--- src/rtl/arv3_pkg.sv ---
//------------------------------------------------------------------------------
// arv3_pkg
// Shared types, widths and constants for the axis rotation pipeline.
//------------------------------------------------------------------------------
package arv3_pkg;

    // Defaults for the top-level parameters
    localparam int FRAC_BITS_DEF     = 16;
    localparam int CORDIC_STAGES_DEF = 16;

    // Fixed widths
    localparam int COORD_W    = 32;              // point coordinates and angle
    localparam int TRIG_W     = 33;              // CORDIC x/y, Q2.30 with headroom
    localparam int ANG_W      = 41;              // residual angle, 2^-32 degree units
    localparam int ANG_FRAC   = 32;              // fraction bits of the residual angle
    localparam int TRIG_SHIFT = 30;              // fraction bits of cos/sin
    localparam int PROD_W     = COORD_W + TRIG_W;
    localparam int SUM_W      = PROD_W + 1;
    localparam int WIDE_W     = SUM_W - TRIG_SHIFT;
    localparam int ATAN_LEN   = 24;

    // Reduction modulo 360 = 45 * 8: the factor 8 is taken by the bit split
    localparam int MOD_BASE   = 45;
    localparam int DIGIT_W    = 6;
    localparam int RECIP_W    = 27;
    localparam logic [RECIP_W-1:0] RECIP_45 = 27'd95443718;   // ceil(2^32 / 45)

    typedef logic signed [COORD_W-1:0] coord_t;
    typedef logic signed [TRIG_W-1:0]  trig_t;
    typedef logic signed [ANG_W-1:0]   ang_t;
    typedef logic signed [PROD_W-1:0]  prod_t;
    typedef logic signed [SUM_W-1:0]   sum_t;
    typedef logic signed [WIDE_W-1:0]  wide_t;

    localparam trig_t  INV_GAIN  = 33'sd652032874;            // 0.6072529350 in Q2.30
    localparam coord_t COORD_MAX = 32'sh7fff_ffff;
    localparam coord_t COORD_MIN = 32'sh8000_0000;

    typedef enum logic [1:0] {
        AXIS_X    = 2'd0,
        AXIS_Y    = 2'd1,
        AXIS_Z    = 2'd2,
        AXIS_NONE = 2'd3
    } axis_t;

    typedef struct packed {
        coord_t x;
        coord_t y;
        coord_t z;
        axis_t  axis;
    } point_t;

    // atan(2^-i) in degrees, scaled by 2^32
    function automatic ang_t atan_deg(input int idx);
        ang_t val;
        case (idx)
            0:       val = 41'sd193273528320;
            1:       val = 41'sd114096026022;
            2:       val = 41'sd60285206653;
            3:       val = 41'sd30601712202;
            4:       val = 41'sd15360239180;
            5:       val = 41'sd7687607525;
            6:       val = 41'sd3844741810;
            7:       val = 41'sd1922488225;
            8:       val = 41'sd961258780;
            9:       val = 41'sd480631223;
            10:      val = 41'sd240315841;
            11:      val = 41'sd120157949;
            12:      val = 41'sd60078978;
            13:      val = 41'sd30039490;
            14:      val = 41'sd15019745;
            15:      val = 41'sd7509872;
            16:      val = 41'sd3754936;
            17:      val = 41'sd1877468;
            18:      val = 41'sd938734;
            19:      val = 41'sd469367;
            20:      val = 41'sd234684;
            21:      val = 41'sd117342;
            22:      val = 41'sd58671;
            23:      val = 41'sd29335;
            default: val = '0;
        endcase
        return val;
    endfunction

endpackage

--- src/rtl/arv3_angle.sv ---
//------------------------------------------------------------------------------
// arv3_angle
// Three-stage angle reduction: modulo 360 degrees, fold into [-90, 90].
//------------------------------------------------------------------------------
module arv3_angle
#(
    parameter int FRAC_BITS = arv3_pkg::FRAC_BITS_DEF
)
(
    input  logic             clk,
    input  logic             rst_n,
    input  logic             in_valid,
    output logic             in_ready,
    input  arv3_pkg::coord_t in_angle,
    input  arv3_pkg::point_t in_pt,
    output logic             out_valid,
    input  logic             out_ready,
    output arv3_pkg::ang_t   out_z,
    output logic             out_flip,
    output arv3_pkg::point_t out_pt
);
    import arv3_pkg::*;

    localparam int LOW_W  = FRAC_BITS + 3;        // 360 = 45 * 2^3
    localparam int H_W    = COORD_W - LOW_W;
    localparam int P_W    = H_W + RECIP_W + 1;
    localparam int Q_W    = P_W - 32;
    localparam int R_W    = H_W + 2;
    localparam int RED_W  = LOW_W + DIGIT_W;
    localparam int FOLD_W = RED_W + 1;
    localparam int SHIFT  = ANG_FRAC - FRAC_BITS;

    localparam logic [RED_W-1:0]         QUARTER = RED_W'(64'd90 << FRAC_BITS);
    localparam logic [RED_W-1:0]         THREE_Q = RED_W'(64'd270 << FRAC_BITS);
    localparam logic signed [FOLD_W-1:0] HALF_S  = FOLD_W'(64'd180 << FRAC_BITS);
    localparam logic signed [FOLD_W-1:0] FULL_S  = FOLD_W'(64'd360 << FRAC_BITS);

    logic ld1, ld2, ld3;
    logic v1_reg, v2_reg, v3_reg;

    // stage 1: reciprocal multiply of the high part
    logic signed [H_W-1:0] h_next, h1_reg;
    logic signed [P_W-1:0] prod_next, prod_reg;
    logic [LOW_W-1:0]      low1_reg;
    point_t                pt1_reg;

    // stage 2: residue modulo 45
    logic signed [Q_W-1:0] q_s;
    logic signed [R_W-1:0] r_s;
    logic [DIGIT_W-1:0]    digit_next, digit_reg;
    logic [LOW_W-1:0]      low2_reg;
    point_t                pt2_reg;

    // stage 3: fold
    logic [RED_W-1:0]          red;
    logic signed [FOLD_W-1:0]  red_s, fold_s;
    ang_t                      z_next, z_reg;
    logic                      flip_next, flip_reg;
    point_t                    pt3_reg;

    assign ld3      = !v3_reg || out_ready;
    assign ld2      = !v2_reg || ld3;
    assign ld1      = !v1_reg || ld2;
    assign in_ready = ld1;

    always_comb
    begin
        h_next    = in_angle[COORD_W-1:LOW_W];
        prod_next = h_next * $signed({1'b0, RECIP_45});
    end

    always_comb
    begin
        q_s = prod_reg[P_W-1:32];
        r_s = R_W'(h1_reg) - R_W'(q_s) * R_W'(MOD_BASE);
        // quotient is low by one only when h is a negative multiple of 45
        if (r_s >= R_W'(MOD_BASE))
        begin
            digit_next = DIGIT_W'(r_s - R_W'(MOD_BASE));
        end
        else
        begin
            digit_next = DIGIT_W'(r_s);
        end
    end

    always_comb
    begin
        red   = {digit_reg, low2_reg};
        red_s = {1'b0, red};
        if (red <= QUARTER)
        begin
            fold_s    = red_s;
            flip_next = 1'b0;
        end
        else if (red < THREE_Q)
        begin
            fold_s    = red_s - HALF_S;
            flip_next = 1'b1;
        end
        else
        begin
            fold_s    = red_s - FULL_S;
            flip_next = 1'b0;
        end
        z_next = ang_t'(fold_s) <<< SHIFT;
    end

    always_ff @(posedge clk or negedge rst_n)
    begin
        if (!rst_n)
        begin
            v1_reg <= 1'b0;
            v2_reg <= 1'b0;
            v3_reg <= 1'b0;
        end
        else
        begin
            if (ld1) v1_reg <= in_valid;
            if (ld2) v2_reg <= v1_reg;
            if (ld3) v3_reg <= v2_reg;
        end
    end

    always_ff @(posedge clk)
    begin
        if (ld1)
        begin
            h1_reg   <= h_next;
            prod_reg <= prod_next;
            low1_reg <= in_angle[LOW_W-1:0];
            pt1_reg  <= in_pt;
        end
        if (ld2)
        begin
            digit_reg <= digit_next;
            low2_reg  <= low1_reg;
            pt2_reg   <= pt1_reg;
        end
        if (ld3)
        begin
            z_reg    <= z_next;
            flip_reg <= flip_next;
            pt3_reg  <= pt2_reg;
        end
    end

    assign out_valid = v3_reg;
    assign out_z     = z_reg;
    assign out_flip  = flip_reg;
    assign out_pt    = pt3_reg;

endmodule

--- config.mk ---
export PLATFORM = sky130hd
export DESIGN_NAME = arv3_angle
export DESIGN_NICKNAME = d
export VERILOG_FILES = /design/src/rtl/arv3_pkg.sv /design/src/rtl/arv3_angle.sv
export SDC_FILE = /design/constraint.sdc
export NUM_CORES = 1
export LEC_CHECK = 0
export ABC_AREA = 1
export ABC_CLOCK_PERIOD_IN_PS = 13300
export BUFFER_PORTS_ARGS = -buffer_cell sky130_fd_sc_hd__clkbuf_2
export CAP_MARGIN = 5
export CELL_PAD_IN_SITES_DETAIL_PLACEMENT = 1
export CELL_PAD_IN_SITES_GLOBAL_PLACEMENT = 2
export CORE_ASPECT_RATIO = 1.25
export CORE_UTILIZATION = 25
export DETAILED_ROUTE_END_ITERATION = 7
export PLACE_DENSITY_LB_ADDON = 0.08
export SKIP_LAST_GASP = 1
export SLEW_MARGIN = 20
export SYNTH_ARGS = -nofsm -noshare
export SYNTH_HDL_FRONTEND = slang
export SYNTH_SLANG_ARGS = --single-unit
--- constraint.sdc ---
create_clock -name clk -period 13.3 [get_ports clk]
set_input_delay 2.66 -clock clk [delete_from_list [all_inputs] [get_ports clk]]
set_output_delay 2.66 -clock clk [all_outputs]
set_load 0.01 [all_outputs]
# Yosys cells after proc, flatten, opt, wreduce, memory -nomap -nowiden
# Cells that the tools add are included.
# totals
out_inout_bits,142
wordCells,41
register_bits,420
input_bits,134
# classes
n_lt_le_gt_ge,3
reduce_logical,6
muxes,4
n_addsub,4
multipliers,2
# ops
op,count
$mux 25,2
$mul 13x27->40 const B,1
$le 25x23->1 const B,1
$lt 25x25->1 const B,1
$sub 25x24->25 const B,1
$sub 25x25->25 const B,1
$ge 15x7->1 const B,1
$mul 9x7->15 const B,1
$sub 13x15->15,1
$mux 6,1
$sub 6x6->6 const B,1
$logic_not 1->1,3
$logic_or 1x1->1,3
$mux 1,1

# Logic depth before layout (Yosys ltp)
# Gate-level depths: netlist of the first run.
# depth
ltp_word,4
ltp_mapped,23
mapped_depth_nobuf,23

# Worst setup path before layout of the first run
# No wires, ideal clock.
# synth_path
path_type,input-to-output
startpoint,in out_ready
endpoint,out in_ready
stages,4
arrival_ps,8701
path_slack_ps,1939
required_time_ps,10640
cell_sequence,inv_1 > nand2_1 > nor2_1 > nand2_1
# synth_via
elab_chain_len,3
# synth_rtl
element,line,rtl
"start, declared",arv3_angle.sv:17,"input logic out_ready,"
$logic_or 1x1->1,arv3_angle.sv:61,assign ld3 = !v3_reg || out_ready;
named net ld3,arv3_angle.sv:38,"logic ld1, ld2, ld3;"
$logic_or 1x1->1,arv3_angle.sv:62,assign ld2 = !v2_reg || ld3;
$logic_or 1x1->1,arv3_angle.sv:63,assign ld1 = !v1_reg || ld2;
"end, declared",arv3_angle.sv:13,"output logic in_ready,"
# The timed path passes the listed nets, and every way through them passes these cells.

# Final worst setup path of the first run
# layout_path
startpoint,in in_angle[29]
endpoint,"reg prod_reg[39], data pin"
# layout_via
elab_chain_len,1
# layout_rtl
element,line,rtl
"start, declared",arv3_angle.sv:14,"input arv3_pkg::coord_t in_angle,"
$mul 13x27->40,arv3_angle.sv:69,"prod_next = h_next * $signed({1'b0, RECIP_45});"
named net prod_next[39],arv3_angle.sv:43,"logic signed [P_W-1:0] prod_next, prod_reg;"
"end signal, assigned",arv3_angle.sv:130,prod_reg <= prod_next;
"end, declared",arv3_angle.sv:43,
# The timed path passes the listed nets, and every way through them passes these cells.
# A chain may end at the register's enable or synchronous reset.

==> run_results.csv, run 1 <==
group,metric,value,unit
place,dp_cells,2620,
clock_tree,h-tree-depth,2,
die,placementRows,112,
finish,nNetsFinal,2103,
finish,syn2layout_area_growth,19.8,%
timing,hold_viol_final,0,
place,place_area,21500,sq um
place,portBuffers,259,
clock_tree,cts-hold-fix-buffers,0,
routing,post-route-drc-count,0,
finish,drive_gt1_share,20.2,%
setup_path,cp-startpoint,"in_angle[29]",
outcome,status,"complete, no violations",
grt,grt_max_degree,67,
setup_path,arrival,8180,ps
clock_tree,cts_buffers,43,
finish,multiInputGateArea,6360,sq um
timing,period_share,59.2,%
routing,firstDrtPassIters,4,
finish,final_cell_mix,"edfxtp_1 (386), inv_1 (260), clkbuf_2 (259)",
routing,drt_iter0_drc,375,
logic_synthesis,synth_area,19100,sq um
grt,antenna_found_initial,7,
logic_synthesis,synth_ff_type,"edfxtp_1",
timing,max_freq,127,MHz
timing,final_max_slew_viol_count,0,
clock_tree,cts.sinks,389,
clock_tree,cts_tree,"built",
flow_run,maxCapViolCount,0,
logic_synthesis,synthTopCellsByArea,"edfxtp_1 (61%), ha_1 (12%), fa_1 (8.7%)",
clock_tree,clock_path_buffers,3,
setup_path,path_class,"input port to flop",
clock_tree,cts.clk_slew.worst_paths,60,ps
logic_synthesis,yosysWarnings,0,
grt,grt_usage,13.6,%
logic_synthesis,synth_edf_count,386,
die,die_height,311,microns
hold_path,hold_path_class,"flop to flop",
clock_tree,clk_latency,580,ps
timing,whs,413,ps
logic_synthesis,synth_seq_cells,389,
routing,vias,11000,
routing,wl_per_cell,19.4,microns
logic_synthesis,yosysSeqAreaShare,61.2,%
setup_path,worstReg2RegStart,"prod_reg[40]",
timing,final.setup_skew,13.8,ps
setup_path,cp-start-kind,"input port",
grt,overflow,0,
clock_tree,cts-root-buf,"clkbuf_16",
logic_synthesis,synth_cells,1390,
grt,grt_pass1_wl,77900,microns
timing,min_period,7870,ps
finish,final_common_cell,"edfxtp_1",
logic_synthesis,syn_avg_cell_area,13.7,sq um
timing,setup_violations,0,
place,hpwl,41500,microns
die,die_w,249,microns
setup_path,rr_endpoint,"digit_reg[4]",
die,core_area,75100,sq um
timing,slew_headroom,36.1,%
logic_synthesis,yosysTopAreaCell,"edfxtp_1",
setup_path,critPathCapture,"prod_reg[39]",
finish,fin_cells,2698,
timing,rsz0062_at_grt,"false",
logic_synthesis,synthArstFlopShare,0.771,%
setup_path,cp-end-kind,"flop",
routing,drtAntennaViolNets,0,
routing,viasPerCell,4.09,
die,start_util,25.4,%
finish,final_area,22800,sq um
timing,setup_tns,0,ps
finish,nFillCells,8140,
grt,grt_pass1_vias,12300,
setup_path,required,13610,ps
die,die-area,77400,sq um
timing,worst_slew_pin_slew,958,ps
clock_tree,cts.repair.resized,0,
clock_tree,post_cts_buffers,0,
die,io_pins,276,
logic_synthesis,ys_types,38,
setup_path,worstPathMaxFanout,8,
logic_synthesis,synth_top_area_share,60.8,%
finish,seq_area,11700,sq um
setup_path,r2r_slack,8890,ps
setup_path,worstRegToRegCells,18,
routing,wirelength,52300,microns
place,finalWeightedCongestion,0.787,
layout make-up:
| type | instances | area share [%] |
|---|---|---|
| Multi-Input combinational cell | 737 | 27.8 |
| Clock buffer | 49 | 4.81 |
| Inverter | 262 | 4.32 |
| Timing Repair Buffer | 263 | 5.81 |
| Antenna cell | 2 | 0.0219 |
| Sequential cell | 389 | 51.1 |
| Clock inverter | 27 | 0.827 |
| Tap cell | 969 | 5.31 |
through the flow:
stage | setup slack (ps) | utilization [%]
after floorplan | 1940 | -
after global placement | 4920 | 28.7
after detailed placement | 4920 | 28.7
after CTS | 5540 | 30.4
after global routing | 5420 | 30.4
final | 5430 | 30.4
cells by family (layout without fill, tap and decap cells):
family                     Yosys count  count (layout)  synth area share, %
DFF                                389             389                 61.2
and+or+nand+nor                    327             327                 7.70
buffers and inverters              279             601                 5.82
adders and majority gates          273             273                 21.2
AOI/OAI and AO/OA                  100             100                 2.90
xor gates and xnor gates            21              21                 1.16
other                                1              18               0.0197
worst max-delay path, cell delays in order:
cell and delay, ps:
clkbuf_2 250, fa_1 630, inv_1 100, fa_1 450, fa_1 540, fa_1 610, inv_1 60, ha_1 300
ha_1 310, ha_1 440, a21oi_1 270, o21ai_0 340, a21oi_1 240, o21ai_0 250, a21oi_1 290, nand3_1 240
xor2_1 210
cells in the mapped netlist, drive strengths merged (7+ instances only):
library cell,n
nor3,10
nand2,181
buf,17
o21ai,34
inv,262
nor4,8
a21o,7
edfxtp,386
xor2,17
ha,190
a21oi,45
nor2,63
nand3,50
fa,83
nand4,10
layer usage:
metal / track usage [%] / up-vias / part of all wire, %
met5: 0 / - / 0.084
met4: 5.55 / 8 / 3.7
met3: 2.81 / 94 / 4.2
met2: 26.3 / 220 / 54
met1: 14.2 / 5395 / 38
li1: - / 5309 / -
how the worst min path moves through the flow:
stage / startpoint / to / slack (ps) / depth (start not counted)
global placement: pt2_reg[82] / out_pt[82] / 400 / 0
CTS: pt1_reg[2] / pt2_reg[2] / 410 / 0
detailed placement: pt2_reg[79] / out_pt[79] / 410 / 0
finish: pt1_reg[2] / pt2_reg[2] / 410 / 0
floorplan: low1_reg[0] / low2_reg[0] / 400 / 0
global route: pt1_reg[71] / pt2_reg[71] / 420 / 0
Power of run 1 is left out: the tool's default activity adds up to more than one toggle a clock period on the data nets, which glitch-free logic cannot reach.
==> run 2, diff against run 1 <==
--- a/config.mk
+++ b/config.mk
@@ -5,8 +5,8 @@
 export SDC_FILE = /design/constraint.sdc
 export NUM_CORES = 1
 export LEC_CHECK = 0
-export ABC_AREA = 1
-export ABC_CLOCK_PERIOD_IN_PS = 13300
+export ABC_AREA = 0
+export ABC_CLOCK_PERIOD_IN_PS = 6400
 export BUFFER_PORTS_ARGS = -buffer_cell sky130_fd_sc_hd__clkbuf_2
 export CAP_MARGIN = 5
 export CELL_PAD_IN_SITES_DETAIL_PLACEMENT = 1
==> constraint.sdc (replaced) <==
create_clock -name clk -period 6.4 [get_ports clk]
set_input_delay 1.28 -clock clk [delete_from_list [all_inputs] [get_ports clk]]
set_output_delay 1.28 -clock clk [all_outputs]
set_load 0.01 [all_outputs]
==> run 2 against run 1 <==
Compared with the run above: synthesized cell count down 20%; clock skew down 1.6 ps; design area down 1.4%; critical endpoint is now prod_reg[40]; critical path type unchanged; hold slack worse by 2.6 ps; sequential share of layout area up 0.72 points; count of clock-buffer cells in the layout down 6; non-clock buffer count up 69; register-to-register slack worse by 7600 ps.
==> run_results.csv, run 2 <==
group,metric,value,unit
outcome,status,"complete, no violations",
grt,grt_max_degree,128,
logic_synthesis,synth_most_common_cell,"edfxtp_1",
flow_run,maxCapViolCount,0,
logic_synthesis,yosysWarnings,0,
timing,max_freq,167,MHz
timing,rsz0062_at_grt,"false",
place,place_area,21200,sq um
clock_tree,cts_buffers,40,
clock_tree,cts-hold-fix-buffers,0,
routing,viasPerCell,3.98,
routing,post-route-drc-count,0,
logic_synthesis,yosysSeqAreaShare,64.2,%
clock_tree,cts.sinks,389,
logic_synthesis,syn_avg_cell_area,16.3,sq um
timing,min_period,5990,ps
die,die-area,73700,sq um
logic_synthesis,synth_top_area_share,63.8,%
clock_tree,clk_latency,550,ps
die,die_height,303,microns
grt,overflow,0,
logic_synthesis,synth_edf_count,386,
logic_synthesis,synthArstFlopShare,0.771,%
logic_synthesis,synth_ff_type,"edfxtp_1",
setup_path,cp-start-kind,"input port",
grt,grt_use_met2,23.0,%
clock_tree,cts-root-buf,"clkbuf_16",
grt,use_met1,12.5,%
routing,drtAntennaViolNets,0,
finish,syn2layout_area_growth,24.0,%
setup_path,arrival,6280,ps
timing,final_max_slew_viol_count,0,
finish,final_common_cell,"edfxtp_1",
clock_tree,h-tree-depth,2,
timing,period_share,93.6,%
timing,setup_violations,0,
die,die_w,243,microns
logic_synthesis,synth_seq_cells,389,
finish,fin_cells,2470,
clock_tree,clock_path_buffers,3,
grt,grt-busiest-layer,"met2",
finish,seq_area,11700,sq um
routing,firstDrtPassIters,4,
timing,worst_slew_pin_slew,897,ps
routing,wirelength,44100,microns
timing,hold_viol_final,0,
die,placementRows,110,
die,io_pins,276,
die,start_util,25.2,%
grt,grt_usage,11.8,%
timing,setup_tns,0,ps
logic_synthesis,muxShareOfSynthArea,0.227,%
logic_synthesis,yosys-top-cells-count,"edfxtp_1 (386), inv_1 (193), ha_1 (190)",
setup_path,worstPathMaxFanout,4,
finish,final_cell_mix,"edfxtp_1 (386), clkbuf_2 (259), inv_1 (193)",
grt,met3_usage,2.23,%
hold_path,whs_path_depth,0,
logic_synthesis,synth_cells,1117,
finish,nFillCells,7598,
clock_tree,post_cts_buffers,0,
logic_synthesis,ys_types,65,
die,core_area,72000,sq um
routing,vias,9830,
setup_path,worstRegToRegCells,16,
logic_synthesis,synth_top_family_by_area,"adder cells",
logic_synthesis,synth_area,18200,sq um
clock_tree,cts.clk_slew.worst_paths,60,ps
finish,multiInputGateArea,5700,sq um
grt,grt_pass1_wl,64900,microns
place,portBuffers,259,
logic_synthesis,synthTopCellsByArea,"edfxtp_1 (64%), ha_1 (13%), fa_1 (9.1%)",
clock_tree,cts_tree,"built",
logic_synthesis,synthSimpleGateAreaFrac,2.58,%
setup_path,path_class,"input port to flop",
setup_path,required,6690,ps
finish,final_area,22500,sq um
routing,wl_per_cell,17.8,microns
clock_tree,cts.repair.resized,0,
grt,grt_pass1_vias,10600,
finish,nNetsFinal,1892,
routing,drt_iter0_drc,289,
logic_synthesis,yosysTopAreaCell,"edfxtp_1",
grt,antenna_found_initial,5,
logic_synthesis,synth_compound_area_share,4.52,%
logic_synthesis,synthAdderAreaFrac,22.2,%
place,finalWeightedCongestion,0.749,
finish,drive_gt1_share,26.8,%
place,hpwl,34700,microns
setup_path,cp-end-kind,"flop",
timing,slew_headroom,40.2,%
timing,final.setup_skew,12.1,ps
logic_synthesis,synth_xor_area_share,1.45,%
hold_path,hold_path_class,"flop to flop",
place,dp_cells,2395,
setup_path,r2r_slack,1320,ps
[run 2: path summary, 6_finish.rpt]
kind	startpoint	end
max in group asynchronous	rst_n	v2_reg
max	in_angle[21]	prod_reg[40]
max reg2reg	prod_reg[38]	digit_reg[1]
min reg2reg	pt1_reg[43]	pt2_reg[43]
min	pt1_reg[43]	pt2_reg[43]
min in group asynchronous	rst_n	out_valid
[run 2: routing by layer]
layer  share of wire [%]  vias to the layer above  wire, microns
met2                  56                      194          24500
li1                    -                     4711              -
met4                 2.5                        6           1110
met3                 3.9                       63           1740
met5               0.075                        -             33
met1                  38                     4856          16700
[run 2: cells by family after synthesis]
group           count (synthesis)
flops                         389
other cells                     1
fa+ha+maj                     273
xor+xnor                       27
mux                             4
simple gates                   90
buf+inv                       214
compound gates                119
[run 2: cell type report]
class / count / area share (%)
clock buffers: 43 / 4.49
diodes: 2 / 0.0222
clock inverters: 30 / 1.58
repair buffers: 332 / 8.30
multi-input cells: 529 / 25.3
flip-flops and latches: 389 / 51.8
well taps: 952 / 5.29
inverters: 193 / 3.22
[run 2: worst max-delay path: stages]
cell	delay, ps
clkbuf_2	120
inv_1	50
ha_1	330
fa_1	540
inv_1	100
ha_1	370
fa_1	490
inv_1	50
fa_1	530
inv_1	40
ha_1	290
ha_1	310
nand3_1	100
nor2_1	150
nand2_1	90
a2111oi_2	470
a211oi_2	120
buf_4	180
o311ai_1	390
a21oi_1	140
xnor2_1	140
[run 2: through the flow]
step	hold WS (ps)	utilization, %	setup slack [ps]
after floorplan	400	-	-717
after global placement	400	29.4	-148
after detailed placement	405	29.4	-201
after CTS	408	31.3	378
after global routing	417	31.3	132
final	410	31.3	408
Power of run 2 is left out for the same reason.
